**src/design/gmsp_pkg.sv**
```systemverilog
package gmsp_pkg;

    localparam int SPM_W    = 16;
    localparam int CLK_W    = 29;
    localparam int CFG_W    = 29;
    localparam int POS_W    = 32;
    localparam int TGT_W    = 32;
    localparam int FEED_W   = 25;
    localparam int CNT_W    = 32;
    localparam int FRAC_W   = 10;
    localparam int PROD_W   = TGT_W + SPM_W;
    localparam int RAW_W    = PROD_W - FRAC_W;
    localparam int DVSR_W   = FEED_W - 1 + SPM_W - FRAC_W;
    localparam int DCNT_W   = $clog2(CLK_W);

    localparam logic [SPM_W-1:0] SPM_RESET = 16'd1;
    localparam logic [CLK_W-1:0] CLK_RESET = 29'd180000000;
    localparam logic [CNT_W-1:0] SLOW_LIMIT = 32'd65535;
    localparam logic signed [FEED_W-1:0] FEED_MIN_POS = 25'sd1024;
    localparam logic signed [FEED_W-1:0] FEED_MIN_NEG = -25'sd1024;
    localparam logic signed [POS_W-1:0] POS_MAX = 32'sh7FFFFFFF;
    localparam logic signed [POS_W-1:0] POS_MIN = 32'sh80000000;

    // configuration register indexes
    localparam logic REG_STEPS_PER_MM = 1'b0;
    localparam logic REG_CLOCK_HZ     = 1'b1;

    typedef enum logic [2:0] {
        CMD_MOVE   = 3'd0,
        CMD_DWELL  = 3'd1,
        CMD_ABS    = 3'd2,
        CMD_REL    = 3'd3,
        CMD_END    = 3'd4,
        CMD_SETPOS = 3'd5,
        CMD_ARC    = 3'd6
    } cmd_t;

    typedef enum logic [2:0] {
        ST_MOVE      = 3'd0,
        ST_FEED_LOW  = 3'd1,
        ST_FEED_NPOS = 3'd2,
        ST_ZERO      = 3'd3,
        ST_MODE      = 3'd4,
        ST_DWELL     = 3'd5,
        ST_END       = 3'd6,
        ST_IGNORED   = 3'd7
    } status_t;

    typedef enum logic [2:0] {
        S_IDLE,
        S_DECODE,
        S_MUL_T,
        S_MUL_F,
        S_PLAN,
        S_DIV,
        S_FINISH
    } state_t;

    typedef struct packed {
        logic [2:0]              status;
        logic                    positive_dir;
        logic [CNT_W-1:0]        step_count;
        logic [CNT_W-1:0]        ticks_per_step;
        logic                    slow_pulses;
        logic [31:0]             dwell_out_ms;
        logic signed [POS_W-1:0] setpoint_steps;
        logic signed [POS_W-1:0] position_steps;
    } result_t;

    function automatic logic signed [POS_W-1:0] sat33(input logic signed [POS_W:0] v);
        logic signed [POS_W-1:0] r;
        if (v > 33'(POS_MAX))
            r = POS_MAX;
        else if (v < 33'(POS_MIN))
            r = POS_MIN;
        else
            r = v[POS_W-1:0];
        return r;
    endfunction

    function automatic logic signed [POS_W-1:0] sat34(input logic signed [POS_W+1:0] v);
        logic signed [POS_W-1:0] r;
        if (v > 34'(POS_MAX))
            r = POS_MAX;
        else if (v < 34'(POS_MIN))
            r = POS_MIN;
        else
            r = v[POS_W-1:0];
        return r;
    endfunction

endpackage

```
**src/design/gmsp_cmd_if.sv**
```systemverilog
interface gmsp_cmd_if
    import gmsp_pkg::*;
();
    logic                     valid;
    logic                     ready;
    logic [2:0]               command;
    logic signed [TGT_W-1:0]  target_mm;
    logic signed [FEED_W-1:0] feed_mm_s;
    logic [31:0]              dwell_ms;
    logic signed [POS_W-1:0]  new_position;

    modport source (output valid, command, target_mm, feed_mm_s, dwell_ms, new_position,
                    input ready);
    modport sink (input valid, command, target_mm, feed_mm_s, dwell_ms, new_position,
                  output ready);
endinterface

```
**src/design/gmsp_res_if.sv**
```systemverilog
interface gmsp_res_if
    import gmsp_pkg::*;
();
    logic                    valid;
    logic                    ready;
    logic [2:0]              status;
    logic                    positive_dir;
    logic [CNT_W-1:0]        step_count;
    logic [CNT_W-1:0]        ticks_per_step;
    logic                    slow_pulses;
    logic [31:0]             dwell_out_ms;
    logic signed [POS_W-1:0] setpoint_steps;
    logic signed [POS_W-1:0] position_steps;

    modport source (output valid, status, positive_dir, step_count, ticks_per_step,
                    slow_pulses, dwell_out_ms, setpoint_steps, position_steps,
                    input ready);
    modport sink (input valid, status, positive_dir, step_count, ticks_per_step,
                  slow_pulses, dwell_out_ms, setpoint_steps, position_steps,
                  output ready);
endinterface

```
**src/design/gcode_move_to_step_pulse_plan.sv**
```systemverilog
// Sequence: an issued move runs decode, two multiplies, plan, one divider iteration per
// quotient bit, then finish; a move rejected at plan (feed not positive, zero steps) skips
// the divider, and a move with feed under 1 mm/s and all other commands go decode to finish.
// A new command is taken only once the last one has left finish; a result still held
// back in the output slot stalls finish.
// Reset: setpoint, position and mode clear to zero/absolute, config regs load defaults.
module gcode_move_to_step_pulse_plan
    import gmsp_pkg::*;
(
    input  logic             clk,
    input  logic             rst_n,
    input  logic             cfg_we,
    input  logic             cfg_index,
    input  logic [CFG_W-1:0] cfg_data,
    gmsp_cmd_if.sink         cmd,
    gmsp_res_if.source       res
);

    // sequencer
    state_t state_reg, state_next;

    // latched command
    logic [2:0]               cmd_reg, cmd_next;
    logic signed [TGT_W-1:0]  tgt_reg, tgt_next;
    logic signed [FEED_W-1:0] feed_reg, feed_next;
    logic [31:0]              dwell_reg, dwell_next;
    logic signed [POS_W-1:0]  newpos_reg, newpos_next;

    // configuration
    logic [SPM_W-1:0] spm_reg, spm_next;
    logic [CLK_W-1:0] clk_hz_reg, clk_hz_next;

    // axis state
    logic signed [POS_W-1:0] sp_reg, sp_next;
    logic signed [POS_W-1:0] pos_reg, pos_next;
    logic                    rel_reg, rel_next;

    // shared multiplier result and move scratch
    logic [PROD_W-1:0]       prod_reg, prod_next;
    logic signed [POS_W-1:0] steps_reg, steps_next;

    // divider: quo_reg starts as the dividend and shifts into the quotient
    logic [DVSR_W-1:0] dvsr_reg, dvsr_next;
    logic [DVSR_W-1:0] rem_reg, rem_next;
    logic [CLK_W-1:0]  quo_reg, quo_next;
    logic [DCNT_W-1:0] dcnt_reg, dcnt_next;

    // result being built, and the output slot
    result_t pend_reg, pend_next;
    result_t out_reg, out_next;
    logic    out_valid_reg, out_valid_next;

    // multiplier operands: target magnitude, then feed magnitude
    logic [TGT_W-1:0]  tgt_mag;
    logic [FEED_W-1:0] feed_mag;
    logic [TGT_W-1:0]  mul_a;
    logic [PROD_W-1:0] mul_p;

    // plan arithmetic
    logic [RAW_W-1:0]        raw;
    logic signed [POS_W-1:0] steps_sat;
    logic [DVSR_W-1:0]       fsteps;
    logic                    feed_bad;
    logic signed [POS_W:0]   delta;
    logic [POS_W:0]          delta_mag;
    logic signed [POS_W+1:0] pos_sum;

    // divider step
    logic [DVSR_W:0] trial;
    logic            ge;

    logic [CNT_W-1:0] ticks;

    assign tgt_mag  = tgt_reg[TGT_W-1] ? TGT_W'(0) - tgt_reg : tgt_reg;
    assign feed_mag = feed_reg[FEED_W-1] ? FEED_W'(0) - feed_reg : feed_reg;
    assign mul_a    = (state_reg == S_MUL_T) ? tgt_mag : TGT_W'(feed_mag);
    assign mul_p    = PROD_W'(mul_a) * PROD_W'(spm_reg);

    // target steps: truncate toward zero, then saturate to 32-bit signed
    assign raw = prod_reg[PROD_W-1:FRAC_W];
    always_comb
    begin
        if (!tgt_reg[TGT_W-1])
            steps_sat = (raw > RAW_W'(POS_MAX)) ? POS_MAX : raw[POS_W-1:0];
        else
            steps_sat = (raw > RAW_W'(33'h080000000)) ? POS_MIN
                                                       : POS_W'(0) - raw[POS_W-1:0];
    end

    // feed steps (second product); non-positive when feed negative or spm zero
    assign fsteps    = prod_reg[FRAC_W +: DVSR_W];
    assign feed_bad  = feed_reg[FEED_W-1] || (fsteps == '0);
    assign delta     = rel_reg ? (POS_W+1)'(steps_reg)
                               : (POS_W+1)'(steps_reg) - (POS_W+1)'(pos_reg);
    assign delta_mag = delta[POS_W] ? (POS_W+1)'(0) - delta : delta;
    assign pos_sum   = (POS_W+2)'(pos_reg) + (POS_W+2)'(delta);

    assign trial = {rem_reg, quo_reg[CLK_W-1]};
    assign ge    = trial >= {1'b0, dvsr_reg};
    assign ticks = CNT_W'(quo_reg);

    assign cmd.ready = (state_reg == S_IDLE);
    assign res.valid = out_valid_reg;
    assign res.status         = out_reg.status;
    assign res.positive_dir   = out_reg.positive_dir;
    assign res.step_count     = out_reg.step_count;
    assign res.ticks_per_step = out_reg.ticks_per_step;
    assign res.slow_pulses    = out_reg.slow_pulses;
    assign res.dwell_out_ms   = out_reg.dwell_out_ms;
    assign res.setpoint_steps = out_reg.setpoint_steps;
    assign res.position_steps = out_reg.position_steps;

    always_comb
    begin
        state_next     = state_reg;
        cmd_next       = cmd_reg;
        tgt_next       = tgt_reg;
        feed_next      = feed_reg;
        dwell_next     = dwell_reg;
        newpos_next    = newpos_reg;
        spm_next       = spm_reg;
        clk_hz_next    = clk_hz_reg;
        sp_next        = sp_reg;
        pos_next       = pos_reg;
        rel_next       = rel_reg;
        prod_next      = prod_reg;
        steps_next     = steps_reg;
        dvsr_next      = dvsr_reg;
        rem_next       = rem_reg;
        quo_next       = quo_reg;
        dcnt_next      = dcnt_reg;
        pend_next      = pend_reg;
        out_next       = out_reg;
        out_valid_next = out_valid_reg;

        // config writes are expected only while no command is in flight
        if (cfg_we)
        begin
            case (cfg_index)
                REG_STEPS_PER_MM: spm_next    = cfg_data[SPM_W-1:0];
                REG_CLOCK_HZ:     clk_hz_next = cfg_data[CLK_W-1:0];
                default:          ;
            endcase
        end

        if (res.ready)
            out_valid_next = 1'b0;

        case (state_reg)
            S_IDLE:
            begin
                if (cmd.valid)
                begin
                    cmd_next    = cmd.command;
                    tgt_next    = cmd.target_mm;
                    feed_next   = cmd.feed_mm_s;
                    dwell_next  = cmd.dwell_ms;
                    newpos_next = cmd.new_position;
                    state_next  = S_DECODE;
                end
            end

            S_DECODE:
            begin
                pend_next  = '0;
                quo_next   = '0;
                state_next = S_FINISH;
                case (cmd_t'(cmd_reg))
                    CMD_MOVE:
                    begin
                        if (feed_reg > FEED_MIN_NEG && feed_reg < FEED_MIN_POS)
                            pend_next.status = ST_FEED_LOW;
                        else
                            state_next = S_MUL_T;
                    end
                    CMD_DWELL:
                    begin
                        pend_next.status       = ST_DWELL;
                        pend_next.dwell_out_ms = dwell_reg;
                    end
                    CMD_ABS:
                    begin
                        rel_next         = 1'b0;
                        pend_next.status = ST_MODE;
                    end
                    CMD_REL:
                    begin
                        rel_next         = 1'b1;
                        pend_next.status = ST_MODE;
                    end
                    CMD_END:
                        pend_next.status = ST_END;
                    CMD_SETPOS:
                    begin
                        sp_next          = newpos_reg;
                        pos_next         = newpos_reg;
                        pend_next.status = ST_MODE;
                    end
                    default:
                        pend_next.status = ST_IGNORED;
                endcase
            end

            S_MUL_T:
            begin
                prod_next  = mul_p;
                state_next = S_MUL_F;
            end

            S_MUL_F:
            begin
                steps_next = steps_sat;
                prod_next  = mul_p;
                state_next = S_PLAN;
            end

            S_PLAN:
            begin
                sp_next = rel_reg ? sat33((POS_W+1)'(sp_reg) + (POS_W+1)'(steps_reg))
                                  : steps_reg;
                pend_next.positive_dir = !delta[POS_W] && (delta != '0);
                pend_next.step_count   = delta_mag[CNT_W-1:0];
                state_next             = S_FINISH;
                if (feed_bad)
                    pend_next.status = ST_FEED_NPOS;
                else if (delta == '0)
                begin
                    pend_next.status       = ST_ZERO;
                    pend_next.positive_dir = 1'b0;
                end
                else
                begin
                    pend_next.status = ST_MOVE;
                    pos_next         = sat34(pos_sum);
                    dvsr_next        = fsteps;
                    rem_next         = '0;
                    quo_next         = clk_hz_reg;
                    dcnt_next        = '0;
                    state_next       = S_DIV;
                end
            end

            S_DIV:
            begin
                rem_next  = ge ? DVSR_W'(trial - {1'b0, dvsr_reg}) : trial[DVSR_W-1:0];
                quo_next  = {quo_reg[CLK_W-2:0], ge};
                dcnt_next = dcnt_reg + 1'b1;
                if (dcnt_reg == DCNT_W'(CLK_W - 1))
                    state_next = S_FINISH;
            end

            S_FINISH:
            begin
                if (!out_valid_reg || res.ready)
                begin
                    out_next                = pend_reg;
                    out_next.ticks_per_step = ticks;
                    out_next.slow_pulses    = ticks > SLOW_LIMIT;
                    out_next.setpoint_steps = sp_reg;
                    out_next.position_steps = pos_reg;
                    out_valid_next          = 1'b1;
                    state_next              = S_IDLE;
                end
            end

            default:
                state_next = S_IDLE;
        endcase
    end

    always_ff @(posedge clk or negedge rst_n)
    begin
        if (!rst_n)
        begin
            state_reg     <= S_IDLE;
            spm_reg       <= SPM_RESET;
            clk_hz_reg    <= CLK_RESET;
            sp_reg        <= '0;
            pos_reg       <= '0;
            rel_reg       <= 1'b0;
            out_valid_reg <= 1'b0;
        end
        else
        begin
            state_reg     <= state_next;
            spm_reg       <= spm_next;
            clk_hz_reg    <= clk_hz_next;
            sp_reg        <= sp_next;
            pos_reg       <= pos_next;
            rel_reg       <= rel_next;
            out_valid_reg <= out_valid_next;
        end
    end

    // payload, no reset
    always_ff @(posedge clk)
    begin
        cmd_reg    <= cmd_next;
        tgt_reg    <= tgt_next;
        feed_reg   <= feed_next;
        dwell_reg  <= dwell_next;
        newpos_reg <= newpos_next;
        prod_reg   <= prod_next;
        steps_reg  <= steps_next;
        dvsr_reg   <= dvsr_next;
        rem_reg    <= rem_next;
        quo_reg    <= quo_next;
        dcnt_reg   <= dcnt_next;
        pend_reg   <= pend_next;
        out_reg    <= out_next;
    end

endmodule

```
**src/flat_wrapper.sv**
```systemverilog
// flat-port wrapper written by rule: the top's interface ports become plain ports
module gcode_move_to_step_pulse_plan_flat import gmsp_pkg::*;
  (clk, rst_n, cfg_we, cfg_index, cfg_data, cmd_valid, cmd_command, cmd_target_mm, cmd_feed_mm_s, cmd_dwell_ms, cmd_new_position, cmd_ready, res_valid, res_status, res_positive_dir, res_step_count, res_ticks_per_step, res_slow_pulses, res_dwell_out_ms, res_setpoint_steps, res_position_steps, res_ready);
  gmsp_cmd_if cmd_i ();
  gmsp_res_if res_i ();
  input  logic clk;
  input  logic rst_n;
  input  logic cfg_we;
  input  logic cfg_index;
  input  logic [CFG_W-1:0] cfg_data;
  input wire logic [$bits(cmd_i.valid)-1:0] cmd_valid;
  input wire logic [$bits(cmd_i.command)-1:0] cmd_command;
  input wire logic [$bits(cmd_i.target_mm)-1:0] cmd_target_mm;
  input wire logic [$bits(cmd_i.feed_mm_s)-1:0] cmd_feed_mm_s;
  input wire logic [$bits(cmd_i.dwell_ms)-1:0] cmd_dwell_ms;
  input wire logic [$bits(cmd_i.new_position)-1:0] cmd_new_position;
  output wire logic [$bits(cmd_i.ready)-1:0] cmd_ready;
  output wire logic [$bits(res_i.valid)-1:0] res_valid;
  output wire logic [$bits(res_i.status)-1:0] res_status;
  output wire logic [$bits(res_i.positive_dir)-1:0] res_positive_dir;
  output wire logic [$bits(res_i.step_count)-1:0] res_step_count;
  output wire logic [$bits(res_i.ticks_per_step)-1:0] res_ticks_per_step;
  output wire logic [$bits(res_i.slow_pulses)-1:0] res_slow_pulses;
  output wire logic [$bits(res_i.dwell_out_ms)-1:0] res_dwell_out_ms;
  output wire logic [$bits(res_i.setpoint_steps)-1:0] res_setpoint_steps;
  output wire logic [$bits(res_i.position_steps)-1:0] res_position_steps;
  input wire logic [$bits(res_i.ready)-1:0] res_ready;
  assign cmd_i.valid = cmd_valid;
  assign cmd_i.command = cmd_command;
  assign cmd_i.target_mm = cmd_target_mm;
  assign cmd_i.feed_mm_s = cmd_feed_mm_s;
  assign cmd_i.dwell_ms = cmd_dwell_ms;
  assign cmd_i.new_position = cmd_new_position;
  assign cmd_ready = cmd_i.ready;
  assign res_valid = res_i.valid;
  assign res_status = res_i.status;
  assign res_positive_dir = res_i.positive_dir;
  assign res_step_count = res_i.step_count;
  assign res_ticks_per_step = res_i.ticks_per_step;
  assign res_slow_pulses = res_i.slow_pulses;
  assign res_dwell_out_ms = res_i.dwell_out_ms;
  assign res_setpoint_steps = res_i.setpoint_steps;
  assign res_position_steps = res_i.position_steps;
  assign res_i.ready = res_ready;
  gcode_move_to_step_pulse_plan u_core (.clk(clk), .rst_n(rst_n), .cfg_we(cfg_we), .cfg_index(cfg_index), .cfg_data(cfg_data), .cmd(cmd_i), .res(res_i));
endmodule
```
**config.mk**
```make
export PLATFORM = sky130hd
export DESIGN_NAME = gcode_move_to_step_pulse_plan_flat
export DESIGN_NICKNAME = d
export VERILOG_FILES = /design/src/design/gmsp_pkg.sv /design/src/design/gmsp_cmd_if.sv /design/src/design/gmsp_res_if.sv /design/src/design/gcode_move_to_step_pulse_plan.sv /design/src/flat_wrapper.sv
export SDC_FILE = /design/constraint.sdc
export NUM_CORES = 2
export LEC_CHECK = 0
export BUFFER_PORTS_ARGS = -buffer_cell sky130_fd_sc_hd__buf_4
export CORE_ASPECT_RATIO = 1.2
export CORE_UTILIZATION = 40
export DETAILED_ROUTE_END_ITERATION = 10
export SLEW_MARGIN = 10
export SYNTH_ARGS = -nofsm -noshare
export SYNTH_HDL_FRONTEND = slang
export SYNTH_SLANG_ARGS = --single-unit
```
**constraint.sdc**
```tcl
create_clock -name clk -period 14.4 [get_ports clk]
set_input_delay 0.72 -clock clk [delete_from_list [all_inputs] [get_ports clk]]
set_output_delay 0.72 -clock clk [all_outputs]
set_load 0.1 [all_outputs]
```
==> impl_summary.txt <==
----------------------------------------------------
[Status]
  Outcome ... complete, no violations

[Synthesis]
  Post-Synthesis Cell Area ... 0.0481 mm²
  Share of synthesized area spent on multiplexers ... 3.18%
  Flip-flop and latch count after synthesis ... 632
  Flip-flop cell with the highest count after synthesis ... sky130_fd_sc_hd__edfxtp_1
  Compound-gate portion of the synthesized area ... 11.5%
  Number of synthesized flops with an enable pin ... 518
  Top cells by area, synth ... sky130_fd_sc_hd__edfxtp_1 32%, sky130_fd_sc_hd__fa_1 18%, sky130_fd_sc_hd__ha_1 6.5%, sky130_fd_sc_hd__dfrtp_1 5.3%, sky130_fd_sc_hd__inv_1 4.3%
  Asr flop ratio synth ... 18.0%
  Cell taking the most area after synthesis ... sky130_fd_sc_hd__edfxtp_1
  Average footprint of a synthesized cell ... 10.6 µm²
  Simple-gate share of the synthesized area ... 13.0%
  Adder and majority cell fraction of the synthesized area ... 24.0%
  Syn. warnings ... 0
  Yosys top cell area share ... 32.4%
  Post-synthesis cell count ... 4523
  Dominant combinational cell family by area after synthesis ... adder cells
  Portion of the post-synthesis area used by sequential elements ... 38.3%
  Synth cell types ... 89
  Post-synthesis xor/xnor area fraction ... 3.94%

[Setup path]
  Required time at the worst-slack endpoint ... 14820 ps
  CP peak stage delay ... 690 ps
  Crit Path Class ... flop to flop
  Cell at the slowest stage of the critical path ... sky130_fd_sc_hd__a21oi_2
  Worst setup SP type ... flop
  Data arrival time of the critical path ... 9860 ps
  Critical path peak fanout ... 16
  Setup slack of the worst register-to-register path ... 4960 ps
  Count of buffering cells on the critical path with inverters included ... 5
  Library cell appearing most often on the critical path ... sky130_fd_sc_hd__fa_1
  Crit-path leading delay family ... compound AO/OA/AOI/OAI gates
  Crit path capture type ... flop

[Timing]
  Maximum clock skew at final layout ... 50.4 ps
  Highest Clock Rate ... 106 MHz
  RSZ-0062 raised after global routing ... no
  Worst slew margin relative to its limit ... 24.2%
  Period Utilization, post-route ... 65.6%
  Final critical delay including setup and external delays ... 9440 ps
  Total of endpoints with negative setup slack in the final report ... 0
  Final number of hold-violating endpoints ... 0
  Final max-slew violation count ... 0
  TNS Setup ... 0 ps
  Slew @ Worst Pin ... 1140 ps

[Floorplanning]
  Die ar. ... 0.122 mm²
  Chip Height ... 382 µm
  Area of the core ... 0.119 mm²
  Starting utilization of the core area ... 40.5%
  Die outline width ... 318 µm
  Total number of placement rows ... 138
  I/O pin count ... 326

[GRT]
  Pin count of the biggest net entering global routing ... 84
  Wire length of the first global-routing pass ... 205000 µm
  Via count of the first global-routing pass ... 35300
  Global-route total usage across every layer ... 21.8%
  Overflow left after global routing ... 0
  Antenna violations before repair ... 5

[Clocking]
  H-tree depth ... 3
  Clock buffer count from CTS ... 71
  Clk pin slew, worst setup/hold paths ... 70 ps
  CTS Root Cell ... sky130_fd_sc_hd__clkbuf_16
  Maximum buffer depth of the clock tree ... 3
  Clock Sink Count ... 632
  Worst-skew pair later-pin latency ... 680 ps
  Clock tree from TritonCTS ... built
  Total of cells resized after clock tree synthesis ... 0

[Drt]
  Top routing layer in use ... met4
  Detailed Route WL ... 133000 µm
  Vias per std cell ... 5.39
  Met3 wire len ... 6840 µm
  Wire length on met1 ... 56100 µm
  Antenna violation net count after detailed routing ... 0
  Via total after detailed routing ... 34400
  Wire length per cell ... 20.9 µm
  Residual DRC count ... 0
  Iter 0 DRT Violations ... 1905
  Pre-antenna DRT Iters ... 6
  Met2 layer wire length in the routed design ... 66200 µm

[Layout]
  Summed area of non-filler cells in the final layout ... 0.0546 mm²
  Combined area of the multi-input logic cells ... 0.0269 mm²
  Layout Nets ... 5607
  Layout cells sized above 1 ... 12.9%
  Area of all sequential standard cells ... 0.0184 mm²
  Total of fill cells in the finished design ... 11100
  Number of flip-flops in the largest register ... 68
  Growth of design area from synthesis to finish ... 13.7%

[Job]
  Max-cap violation count ... 0

[Placed design]
  Placer Congestion ... 0.932
  Count of input and output buffers ... 322
  Post-Place Cell Area ... 0.0522 mm²
  HPWL after DPL ... 100000 µm

[Min path]
  Class of the tightest hold or removal check ... input port to flop

----------------------------------------------------
cell type report:
cell class              count  area share (%)
diodes                      3          0.0137
well taps                1540            3.53
multi-input cells        3140            49.2
repair buffers            386            5.31
clock buffers              97            3.50
clock inverters            34           0.934
inverters                 546            3.75
flip-flops and latches    632            33.7
layout by cell type (no fill, tap or decap), drive strengths merged, types with 97 or more instances in the layout:
cell    count
nand2     462
buf       385
dfrtp     102
ha        250
edfxtp    518
and2      255
fa        421
o21ai     155
nor2      227
a21o      100
xnor2     126
inv       550
a21oi     205
clkbuf     97
per-stage QoR:
step / instances / hold slack (ps) / setup WS, ps / util, %
after floorplan: 4525 / 400 / 5690 / -
after global placement: 6243 / 401 / 5110 / 44.0
after detailed placement: 6243 / 405 / 4950 / 44.0
after CTS: 6375 / 162 / 4900 / 46.1
after global routing: 6378 / 180 / 4420 / 46.1
final: 6378 / 208 / 4960 / 46.1
cells by family after synthesis:
| family | Yosys count |
|---|---|
| mux | 146 |
| simple gates | 1276 |
| other cells | 1 |
| fa+ha+maj | 671 |
| flops | 632 |
| buf+inv | 753 |
| xor+xnor | 216 |
| compound gates | 828 |
per-layer routing:
layer  up-vias  GRT usage, %
met5         -             0
met2       988          38.2
met4         0          7.35
met3       210          3.10
li1      16000             -
met1     17200          27.5
synthesized netlist by cell type (33+ instances only):
master / number
sky130_fd_sc_hd__nand2b_1: 35
sky130_fd_sc_hd__a21oi_1: 203
sky130_fd_sc_hd__nor2_1: 227
sky130_fd_sc_hd__a221oi_1: 38
sky130_fd_sc_hd__nand2_1: 462
sky130_fd_sc_hd__edfxtp_1: 518
sky130_fd_sc_hd__clkbuf_1: 175
sky130_fd_sc_hd__mux2i_1: 94
sky130_fd_sc_hd__o22ai_1: 33
sky130_fd_sc_hd__dfrtp_1: 102
sky130_fd_sc_hd__o21a_1: 35
sky130_fd_sc_hd__nor2b_1: 39
sky130_fd_sc_hd__nand3_1: 54
sky130_fd_sc_hd__a21o_1: 100
sky130_fd_sc_hd__ha_1: 250
sky130_fd_sc_hd__and2_1: 255
sky130_fd_sc_hd__xor2_1: 90
sky130_fd_sc_hd__xnor2_1: 126
sky130_fd_sc_hd__inv_1: 545
sky130_fd_sc_hd__a211oi_1: 35
sky130_fd_sc_hd__fa_1: 421
sky130_fd_sc_hd__mux2_2: 52
sky130_fd_sc_hd__o21ai_0: 148
sky130_fd_sc_hd__nor3_1: 53
sky130_fd_sc_hd__a31oi_1: 33
path summary, 6_finish.rpt:
check | to | cells past startpoint | from
max in group asynchronous | u_core.spm_reg[9] | 4 | rst_n
min in group asynchronous | u_core.sp_reg[4] | 2 | rst_n
min reg2reg | u_core.res.step_count[13] | 0 | u_core.pend_reg[142]
min | u_core.newpos_reg[5] | 1 | cmd_new_position[5]
max | u_core.prod_reg[46] | 33 | u_core.feed_reg[1]
max reg2reg | u_core.prod_reg[46] | 33 | u_core.feed_reg[1]
what timing repair did:
action | in CTS | in global routing
hold buffers | 1 | 0
hold endpoints to repair | 21 | 0
buffers inserted | 0 | 0
Power is left out: the tool's default activity adds up to more than one toggle a clock period on the data nets, which glitch-free logic cannot reach.
